$ cat src/hw/rtl/smacc_pkg.sv
package smacc_pkg;

  localparam int unsigned NumScale = 3;
  localparam int unsigned NumAcc   = 6;
  localparam int unsigned NumSteps = NumScale + NumAcc;
  localparam int unsigned StepW    = $clog2(NumSteps + 1);
  localparam int unsigned AccIdxW  = $clog2(NumAcc);
  localparam int unsigned AxisW    = $clog2(NumScale);
  localparam int unsigned CfgIdxW  = 3;
  localparam int unsigned DataW    = 32;
  localparam int unsigned SumW     = 64;
  localparam int unsigned MulW     = DataW + 1;

  localparam logic [DataW-1:0] ScaleReset = 32'h0001_0000;

  typedef enum logic [CfgIdxW-1:0] {
    REG_SCALE  = 3'd0,
    REG_MEAN_U = 3'd1,
    REG_MEAN_V = 3'd2,
    REG_MEAN_W = 3'd3
  } cfg_reg_e;

  typedef enum logic [1:0] {
    ST_IDLE,
    ST_RUN,
    ST_DRAIN,
    ST_DONE
  } state_e;

  typedef struct packed {
    logic             capture;
    logic             mul_en;
    logic [StepW-1:0] mul_step;
    logic             wb_en;
    logic [StepW-1:0] wb_step;
    logic             emit;
  } cmd_t;

  typedef struct packed {
    logic last;
  } status_t;

  // Axis of the first factor of each accumulated product.
  function automatic logic [AxisW-1:0] prod_axis_a(logic [AccIdxW-1:0] idx);
    logic [AxisW-1:0] r;
    unique case (idx)
      3'd0:    r = 2'd0;
      3'd1:    r = 2'd1;
      3'd2:    r = 2'd1;
      3'd3:    r = 2'd2;
      3'd4:    r = 2'd2;
      3'd5:    r = 2'd2;
      default: r = 2'd0;
    endcase
    return r;
  endfunction

  // Axis of the second factor of each accumulated product.
  function automatic logic [AxisW-1:0] prod_axis_b(logic [AccIdxW-1:0] idx);
    logic [AxisW-1:0] r;
    unique case (idx)
      3'd0:    r = 2'd0;
      3'd1:    r = 2'd0;
      3'd2:    r = 2'd1;
      3'd3:    r = 2'd0;
      3'd4:    r = 2'd1;
      3'd5:    r = 2'd2;
      default: r = 2'd0;
    endcase
    return r;
  endfunction

endpackage

$ cat src/hw/rtl/smacc_ctrl.sv
module smacc_ctrl (
  input  logic              clk_i,
  input  logic              rst_ni,
  input  logic              in_valid_i,
  output logic              in_ready_o,
  output logic              out_valid_o,
  input  logic              out_ready_i,
  input  smacc_pkg::status_t status_i,
  output smacc_pkg::cmd_t    cmd_o
);
  import smacc_pkg::*;

  state_e           state_q, state_d;
  logic [StepW-1:0] cnt_q, cnt_d;
  logic             out_valid_q, out_valid_d;

  always_ff @(posedge clk_i or negedge rst_ni) begin
    if (!rst_ni) begin
      state_q     <= ST_IDLE;
      cnt_q       <= '0;
      out_valid_q <= 1'b0;
    end else begin
      state_q     <= state_d;
      cnt_q       <= cnt_d;
      out_valid_q <= out_valid_d;
    end
  end

  always_comb begin
    state_d        = state_q;
    cnt_d          = cnt_q;
    in_ready_o     = 1'b0;
    cmd_o          = '0;
    cmd_o.mul_step = cnt_q;
    cmd_o.wb_step  = cnt_q - StepW'(1);
    unique case (state_q)
      ST_IDLE: begin
        in_ready_o = 1'b1;
        if (in_valid_i) begin
          cmd_o.capture = 1'b1;
          cnt_d         = '0;
          state_d       = ST_RUN;
        end
      end
      ST_RUN: begin
        cmd_o.mul_en = 1'b1;
        cmd_o.wb_en  = (cnt_q != '0);
        cnt_d        = cnt_q + StepW'(1);
        if (cnt_q == StepW'(NumSteps - 1)) begin
          state_d = ST_DRAIN;
        end
      end
      ST_DRAIN: begin
        cmd_o.wb_en = 1'b1;
        state_d     = ST_DONE;
      end
      ST_DONE: begin
        if (!status_i.last) begin
          state_d = ST_IDLE;
        end else if (!out_valid_q || out_ready_i) begin
          cmd_o.emit = 1'b1;
          state_d    = ST_IDLE;
        end
      end
      default: state_d = ST_IDLE;
    endcase
  end

  always_comb begin
    out_valid_d = out_valid_q;
    if (cmd_o.emit) begin
      out_valid_d = 1'b1;
    end else if (out_ready_i) begin
      out_valid_d = 1'b0;
    end
  end

  assign out_valid_o = out_valid_q;

endmodule

$ cat src/hw/rtl/smacc_dp.sv
module smacc_dp #(
  parameter int unsigned COORD_WIDTH = 32
) (
  input  logic                          clk_i,
  input  logic                          rst_ni,
  input  logic                          cfg_we_i,
  input  logic [smacc_pkg::CfgIdxW-1:0] cfg_idx_i,
  input  logic [smacc_pkg::DataW-1:0]   cfg_wdata_i,
  input  logic [smacc_pkg::DataW-1:0]   coord_u_i,
  input  logic [smacc_pkg::DataW-1:0]   coord_v_i,
  input  logic [smacc_pkg::DataW-1:0]   coord_w_i,
  input  logic                          last_i,
  input  smacc_pkg::cmd_t               cmd_i,
  output smacc_pkg::status_t            status_o,
  output logic [smacc_pkg::SumW-1:0]    sum_o [smacc_pkg::NumAcc],
  output logic                          overflow_o
);
  import smacc_pkg::*;

  logic [DataW-1:0] scale_q;
  logic [DataW-1:0] mean_q  [NumScale];
  logic [DataW-1:0] coord_q [NumScale];
  logic [DataW-1:0] cen_q   [NumScale];
  logic [SumW-1:0]  acc_q   [NumAcc];
  logic [SumW-1:0]  sum_q   [NumAcc];
  logic [SumW-1:0]  prod_q;
  logic             last_q;
  logic             sat_q;
  logic             ovf_q;

  logic [DataW-1:0] coord_in [NumScale];
  logic [DataW-1:0] coord_raw [NumScale];

  logic [AccIdxW-1:0] mul_acc_idx, wb_acc_idx;
  logic [AxisW-1:0]   mul_axis, wb_axis;
  logic signed [MulW-1:0]   mul_a, mul_b;
  logic signed [2*MulW-1:0] mul_full;

  logic signed [SumW-16:0] diff;
  logic [DataW-1:0]        cen_d;
  logic                    cen_sat;
  logic [SumW:0]           acc_sum;
  logic [SumW-1:0]         acc_d;
  logic                    acc_sat;
  logic                    wb_scale;

  assign coord_raw[0] = coord_u_i;
  assign coord_raw[1] = coord_v_i;
  assign coord_raw[2] = coord_w_i;

  for (genvar g = 0; g < NumScale; g++) begin : g_sext
    assign coord_in[g] = {{(DataW - COORD_WIDTH){coord_raw[g][COORD_WIDTH-1]}},
                          coord_raw[g][COORD_WIDTH-1:0]};
  end

  always_ff @(posedge clk_i or negedge rst_ni) begin
    if (!rst_ni) begin
      scale_q <= ScaleReset;
      for (int i = 0; i < NumScale; i++) begin
        mean_q[i] <= '0;
      end
    end else if (cfg_we_i) begin
      unique case (cfg_idx_i)
        REG_SCALE:  scale_q   <= cfg_wdata_i;
        REG_MEAN_U: mean_q[0] <= cfg_wdata_i;
        REG_MEAN_V: mean_q[1] <= cfg_wdata_i;
        REG_MEAN_W: mean_q[2] <= cfg_wdata_i;
        default: ;
      endcase
    end
  end

  always_ff @(posedge clk_i) begin
    if (cmd_i.capture) begin
      for (int i = 0; i < NumScale; i++) begin
        coord_q[i] <= coord_in[i];
      end
      last_q <= last_i;
    end
  end

  assign mul_acc_idx = AccIdxW'(cmd_i.mul_step - StepW'(NumScale));
  assign mul_axis    = cmd_i.mul_step[AxisW-1:0];

  always_comb begin
    if (cmd_i.mul_step < StepW'(NumScale)) begin
      mul_a = $signed({coord_q[mul_axis][DataW-1], coord_q[mul_axis]});
      mul_b = $signed({1'b0, scale_q});
    end else begin
      mul_a = $signed({cen_q[prod_axis_a(mul_acc_idx)][DataW-1],
                       cen_q[prod_axis_a(mul_acc_idx)]});
      mul_b = $signed({cen_q[prod_axis_b(mul_acc_idx)][DataW-1],
                       cen_q[prod_axis_b(mul_acc_idx)]});
    end
  end

  assign mul_full = mul_a * mul_b;

  always_ff @(posedge clk_i) begin
    if (cmd_i.mul_en) begin
      prod_q <= mul_full[SumW-1:0];
    end
  end

  assign wb_scale   = (cmd_i.wb_step < StepW'(NumScale));
  assign wb_axis    = cmd_i.wb_step[AxisW-1:0];
  assign wb_acc_idx = AccIdxW'(cmd_i.wb_step - StepW'(NumScale));

  always_comb begin
    diff = $signed({prod_q[SumW-1], prod_q[SumW-1:16]})
         - $signed({{(SumW - 15 - DataW){mean_q[wb_axis][DataW-1]}}, mean_q[wb_axis]});
    cen_sat = (diff[SumW-16:DataW-1] != {(SumW - 14 - DataW){diff[DataW-1]}});
    if (!cen_sat) begin
      cen_d = diff[DataW-1:0];
    end else if (diff[SumW-16]) begin
      cen_d = {1'b1, {(DataW - 1){1'b0}}};
    end else begin
      cen_d = {1'b0, {(DataW - 1){1'b1}}};
    end
  end

  always_comb begin
    acc_sum = {acc_q[wb_acc_idx][SumW-1], acc_q[wb_acc_idx]} + {prod_q[SumW-1], prod_q};
    acc_sat = (acc_sum[SumW] != acc_sum[SumW-1]);
    if (!acc_sat) begin
      acc_d = acc_sum[SumW-1:0];
    end else if (acc_sum[SumW]) begin
      acc_d = {1'b1, {(SumW - 1){1'b0}}};
    end else begin
      acc_d = {1'b0, {(SumW - 1){1'b1}}};
    end
  end

  always_ff @(posedge clk_i) begin
    if (cmd_i.wb_en && wb_scale) begin
      cen_q[wb_axis] <= cen_d;
    end
  end

  always_ff @(posedge clk_i or negedge rst_ni) begin
    if (!rst_ni) begin
      for (int i = 0; i < NumAcc; i++) begin
        acc_q[i] <= '0;
      end
      sat_q <= 1'b0;
    end else if (cmd_i.emit) begin
      for (int i = 0; i < NumAcc; i++) begin
        acc_q[i] <= '0;
      end
      sat_q <= 1'b0;
    end else if (cmd_i.wb_en) begin
      if (wb_scale) begin
        sat_q <= sat_q | cen_sat;
      end else begin
        acc_q[wb_acc_idx] <= acc_d;
        sat_q             <= sat_q | acc_sat;
      end
    end
  end

  always_ff @(posedge clk_i) begin
    if (cmd_i.emit) begin
      for (int i = 0; i < NumAcc; i++) begin
        sum_q[i] <= acc_q[i];
      end
      ovf_q <= sat_q;
    end
  end

  assign status_o.last = last_q;
  assign sum_o         = sum_q;
  assign overflow_o    = ovf_q;

endmodule

$ cat src/hw/rtl/scatter_matrix_3d_accumulator.sv
// Accumulates the six distinct entries of the 3x3 scatter matrix of a stream of
// points: each coordinate is scaled by the Q16.16 scale register, the mean is
// subtracted with saturation, and the products uu, vu, vv, wu, wv and ww are summed
// into saturating Q32.32 accumulators; the word marked last emits the sums with an
// overflow flag and clears them. One shared 33x33 multiplier does three scaling
// steps and six product steps per point, so a point occupies the block from
// acceptance until it is ready again; a last word waits longer only while
// the previous result word is still held on the output.
module scatter_matrix_3d_accumulator #(
  parameter int unsigned COORD_WIDTH = 32
) (
  input  logic                          clk_i,
  input  logic                          rst_ni,
  input  logic                          cfg_we_i,
  input  logic [smacc_pkg::CfgIdxW-1:0] cfg_idx_i,
  input  logic [smacc_pkg::DataW-1:0]   cfg_wdata_i,
  input  logic                          in_valid_i,
  output logic                          in_ready_o,
  input  logic [smacc_pkg::DataW-1:0]   coord_u_i,
  input  logic [smacc_pkg::DataW-1:0]   coord_v_i,
  input  logic [smacc_pkg::DataW-1:0]   coord_w_i,
  input  logic                          last_i,
  output logic                          out_valid_o,
  input  logic                          out_ready_i,
  output logic [smacc_pkg::SumW-1:0]    sum_uu_o,
  output logic [smacc_pkg::SumW-1:0]    sum_vu_o,
  output logic [smacc_pkg::SumW-1:0]    sum_vv_o,
  output logic [smacc_pkg::SumW-1:0]    sum_wu_o,
  output logic [smacc_pkg::SumW-1:0]    sum_wv_o,
  output logic [smacc_pkg::SumW-1:0]    sum_ww_o,
  output logic                          overflow_o
);
  import smacc_pkg::*;

  cmd_t            cmd;
  status_t         status;
  logic [SumW-1:0] sums [NumAcc];

  smacc_ctrl u_ctrl (
    .clk_i       (clk_i),
    .rst_ni      (rst_ni),
    .in_valid_i  (in_valid_i),
    .in_ready_o  (in_ready_o),
    .out_valid_o (out_valid_o),
    .out_ready_i (out_ready_i),
    .status_i    (status),
    .cmd_o       (cmd)
  );

  smacc_dp #(
    .COORD_WIDTH (COORD_WIDTH)
  ) u_dp (
    .clk_i       (clk_i),
    .rst_ni      (rst_ni),
    .cfg_we_i    (cfg_we_i),
    .cfg_idx_i   (cfg_idx_i),
    .cfg_wdata_i (cfg_wdata_i),
    .coord_u_i   (coord_u_i),
    .coord_v_i   (coord_v_i),
    .coord_w_i   (coord_w_i),
    .last_i      (last_i),
    .cmd_i       (cmd),
    .status_o    (status),
    .sum_o       (sums),
    .overflow_o  (overflow_o)
  );

  assign sum_uu_o = sums[0];
  assign sum_vu_o = sums[1];
  assign sum_vv_o = sums[2];
  assign sum_wu_o = sums[3];
  assign sum_wv_o = sums[4];
  assign sum_ww_o = sums[5];

endmodule

$ cat config.mk
export PLATFORM = sky130hd
export DESIGN_NAME = scatter_matrix_3d_accumulator
export DESIGN_NICKNAME = d
export VERILOG_FILES = /design/src/hw/rtl/smacc_pkg.sv /design/src/hw/rtl/smacc_ctrl.sv /design/src/hw/rtl/smacc_dp.sv /design/src/hw/rtl/scatter_matrix_3d_accumulator.sv
export SDC_FILE = /design/constraint.sdc
export NUM_CORES = 2
export LEC_CHECK = 0
export ABC_AREA = 1
export BUFFER_PORTS_ARGS = -buffer_cell sky130_fd_sc_hd__buf_2
export CAP_MARGIN = 15
export CORE_AREA = 2 2 308 615
export CTS_CLUSTER_SIZE = 28
export DETAILED_ROUTE_END_ITERATION = 12
export DIE_AREA = 0 0 310 617
export GPL_TIMING_DRIVEN = 0
export PLACE_DENSITY = 0.64
export SYNTH_ARGS = -nofsm -noshare
export SYNTH_HDL_FRONTEND = slang
export SYNTH_SLANG_ARGS = --single-unit
$ cat constraint.sdc
create_clock -name clk_i -period 17.4 [get_ports clk_i]
set_input_delay 5.22 -clock clk_i [delete_from_list [all_inputs] [get_ports clk_i]]
set_output_delay 5.22 -clock clk_i [all_outputs]
set_load 0.01 [all_outputs]
==> qor.yml <==
final_layout:
  fill_cells: 17770
  final_nets: 12650
  fin_util: 0.5513
  drive_above_1_share: 0.09807
  syn_to_final_growth_pct: 10.92
sta:
  relSlewSlack: -0.007788
  rsz0062_at_grt: "no"
  slew_violations: 13
  worst_pin_slew_ns: 1.512
  setup_viol: 0
  clock.fmax_mhz: 62.39
  layout_worst_path_cycle_share: 0.9212
  period_minus_slack_ns: 16.03
  whs_ns: 0.4287
  hold_viol_final: 0
  skew_ns: 0.07535
synthesis:
  yosysTopAreaCell: "fa_1"
  syn_area_um2: 92900
  synth_seq_cells: 1162
  ys_seq_area_frac: 0.3476
  synth.most_common_cell: "nand2_1"
  ys_types: 62
  synthArstFlopShare: 0.4475
  syn_inst: 10400
  syn_avg_cell_area_um2: 8.931
  synth_top_flop_cell: "edfxtp_1"
  synth_warnings: 0
  synth_top_area_share: 0.2385
  synth_nets: 11980
  synthTopCellsByCount: "2,503 x nand2_1, 2,197 x inv_1, 1,107 x fa_1, 642 x edfxtp_1, 519 x dfrtp_1"
  synth.top_cells.by_area: "fa_1 24%, edfxtp_1 21%, dfrtp_1 14%"
  synth_edf_count: 642
global_route:
  gr-usage-all-layers: 0.4198
  grt_max_degree: 104
  antenna_found_initial: 33
  grt_overflow: 0
  grt_pass1_vias: 76440
  grt_pass1_wl_um: 560200
route:
  totalWireLength_um: 402300
  avgRoutedWirePerCell_um: 29.40
  viasPerCell: 5.777
  first_pass_iters: 9
  first_iter_violations: 10370
  antenna_left: 0
  dr_total_vias: 79050
  route.detailed.drc: 0
worst_setup_path:
  cp.required_ns: 17.90
  path_max_fanout: 12
  worstPathArrival_ns: 16.53
  rr_worst_depth: 37
  cpMostUsedCell: "fa_1"
  slowest_stage: "o21ai_1"
  cp-end-kind: "register"
  start_kind: "register"
  critical_path_class: "register to register"
  critPathMaxStageDelay_ns: 1.04
clocking:
  cts_tree: "done"
  cts-root-buf: "clkbuf_16"
  clk_pin_slew_ns: 0.07
  htree_levels: 3
  cts_buffers: 107
  cts_buffer_depth: 3
  clk_latency_ns: 0.78
  holdBufCountCts: 0
  cts_resized: 0
  post-cts-setup-buffers: 0
  cts_sinks: 1162
place:
  globalplace.congestion: 1.032
  hpwl_um: 330700
  numPortBuffers: 523
min_path:
  hold_depth: 0
  hold_path_class: "register to register"
floorplanning:
  core_um2: 186900
  die_height_um: 617
  dieArea_um2: 191300
  placementRows: 225
  start_util: 0.4970
  die_w_um: 310
  io_pins: 524
outcome:
  violations: "slew limit"
  status: "finished, violations left"
job:
  drv_cap: 0
## layout make-up
cell class,count,area [µm²],share of cell area
repair buffers,560,3269,0.03173
plain buffers,451,1979,0.01921
multi-input cells,6535,50270,0.4878
diodes,22,55.05,0.0005342
inverters,2254,8463,0.08213
well taps,2497,3124,0.03032
clock buffers,140,2874,0.02789
flip-flops and latches,1162,32290,0.3134
clock inverters,63,723.2,0.007018
## per-layer routing
metal  up-vias  GRT usage  part of all wire  routed length [µm]
li1      33540          -                 -                   -
met1     39230     0.5727              0.39              155200
met2      5168     0.6039              0.42              170600
met3      1093     0.1119              0.12               47860
met4        18     0.2400             0.071               28470
met5         -          0           0.00031                 123
## critical path: cells and delay by family, from the launching register on
family	cells	cell delay [ns]
XOR/XNOR	1	0.40
flip-flops	1	0.52
AND/OR/NAND/NOR	8	1.08
AO/OA/AOI/OAI	7	3.63
buffers and inverters	11	5.15
adder cells (fa/ha/maj)	10	4.87
## logic make-up after synthesis
kind of cell,synth area share
AND/OR/NAND/NOR,0.1451
AO/OA/AOI/OAI,0.09433
adder cells (fa/ha/maj),0.2835
flip-flops,0.3476
buffers and inverters,0.1123
multiplexers,0.002263
XOR/XNOR,0.01498
## state kept, by name, indices dropped and copies added (netlist names)
signal,cells
u_dp.prod_q,64
u_dp.coord_q,96
u_dp.status_o,1
u_ctrl.out_valid_o,1
u_dp.sum_o,384
u_dp.sat_q,1
u_ctrl.state_q,2
u_ctrl.cnt_q,4
u_dp.scale_q,32
u_dp.mean_q,96
u_dp.overflow_o,1
u_dp.cen_q,96
u_dp.acc_q,384
## path summary, 6_finish.rpt
kind / start / slack (ns) / end
max in group asynchronous: rst_ni / 11.08 / u_dp.acc_q[314]
min in group asynchronous: rst_ni / 4.38 / u_dp.acc_q[339]
hold reg to reg: u_dp.acc_q[260] / 0.43 / u_dp.sum_o[260]
setup / recovery: u_ctrl.cnt_q[0] / 1.37 / u_dp.prod_q[50]
setup reg to reg: u_ctrl.cnt_q[0] / 1.37 / u_dp.prod_q[50]
hold / removal: u_dp.acc_q[260] / 0.43 / u_dp.sum_o[260]
## stage by stage
| step | instance area [µm²] | setup TNS [ns] | instances | worst slack, ns |
|---|---|---|---|---|
| floorplan | 92910 | 0 | 10400 | 5.689 |
| global placement | 98650 | -6.028 | 13420 | -0.05593 |
| detailed placement | 99350 | 0 | 13460 | 2.021 |
| CTS | 102900 | 0 | 13660 | 2.009 |
| global route | 103000 | 0 | 13660 | 1.470 |
| finish | 103000 | 0 | 13680 | 1.371 |
## layout by cell type (no fill, tap or decap), drive strengths merged, types with 88 or more instances in the layout
cell type and instances:
a21oi 460, buf 729, clkbuf 422, dfrtp 519, edfxtp 642, fa 1107
ha 334, inv 2253, nand2 2542, nand3 245, nor2 488, o21ai 652
o22ai 178, xor2 88
Power is left out: the tool's default activity adds up to more than one toggle a clock period on the data nets, which glitch-free logic cannot reach.
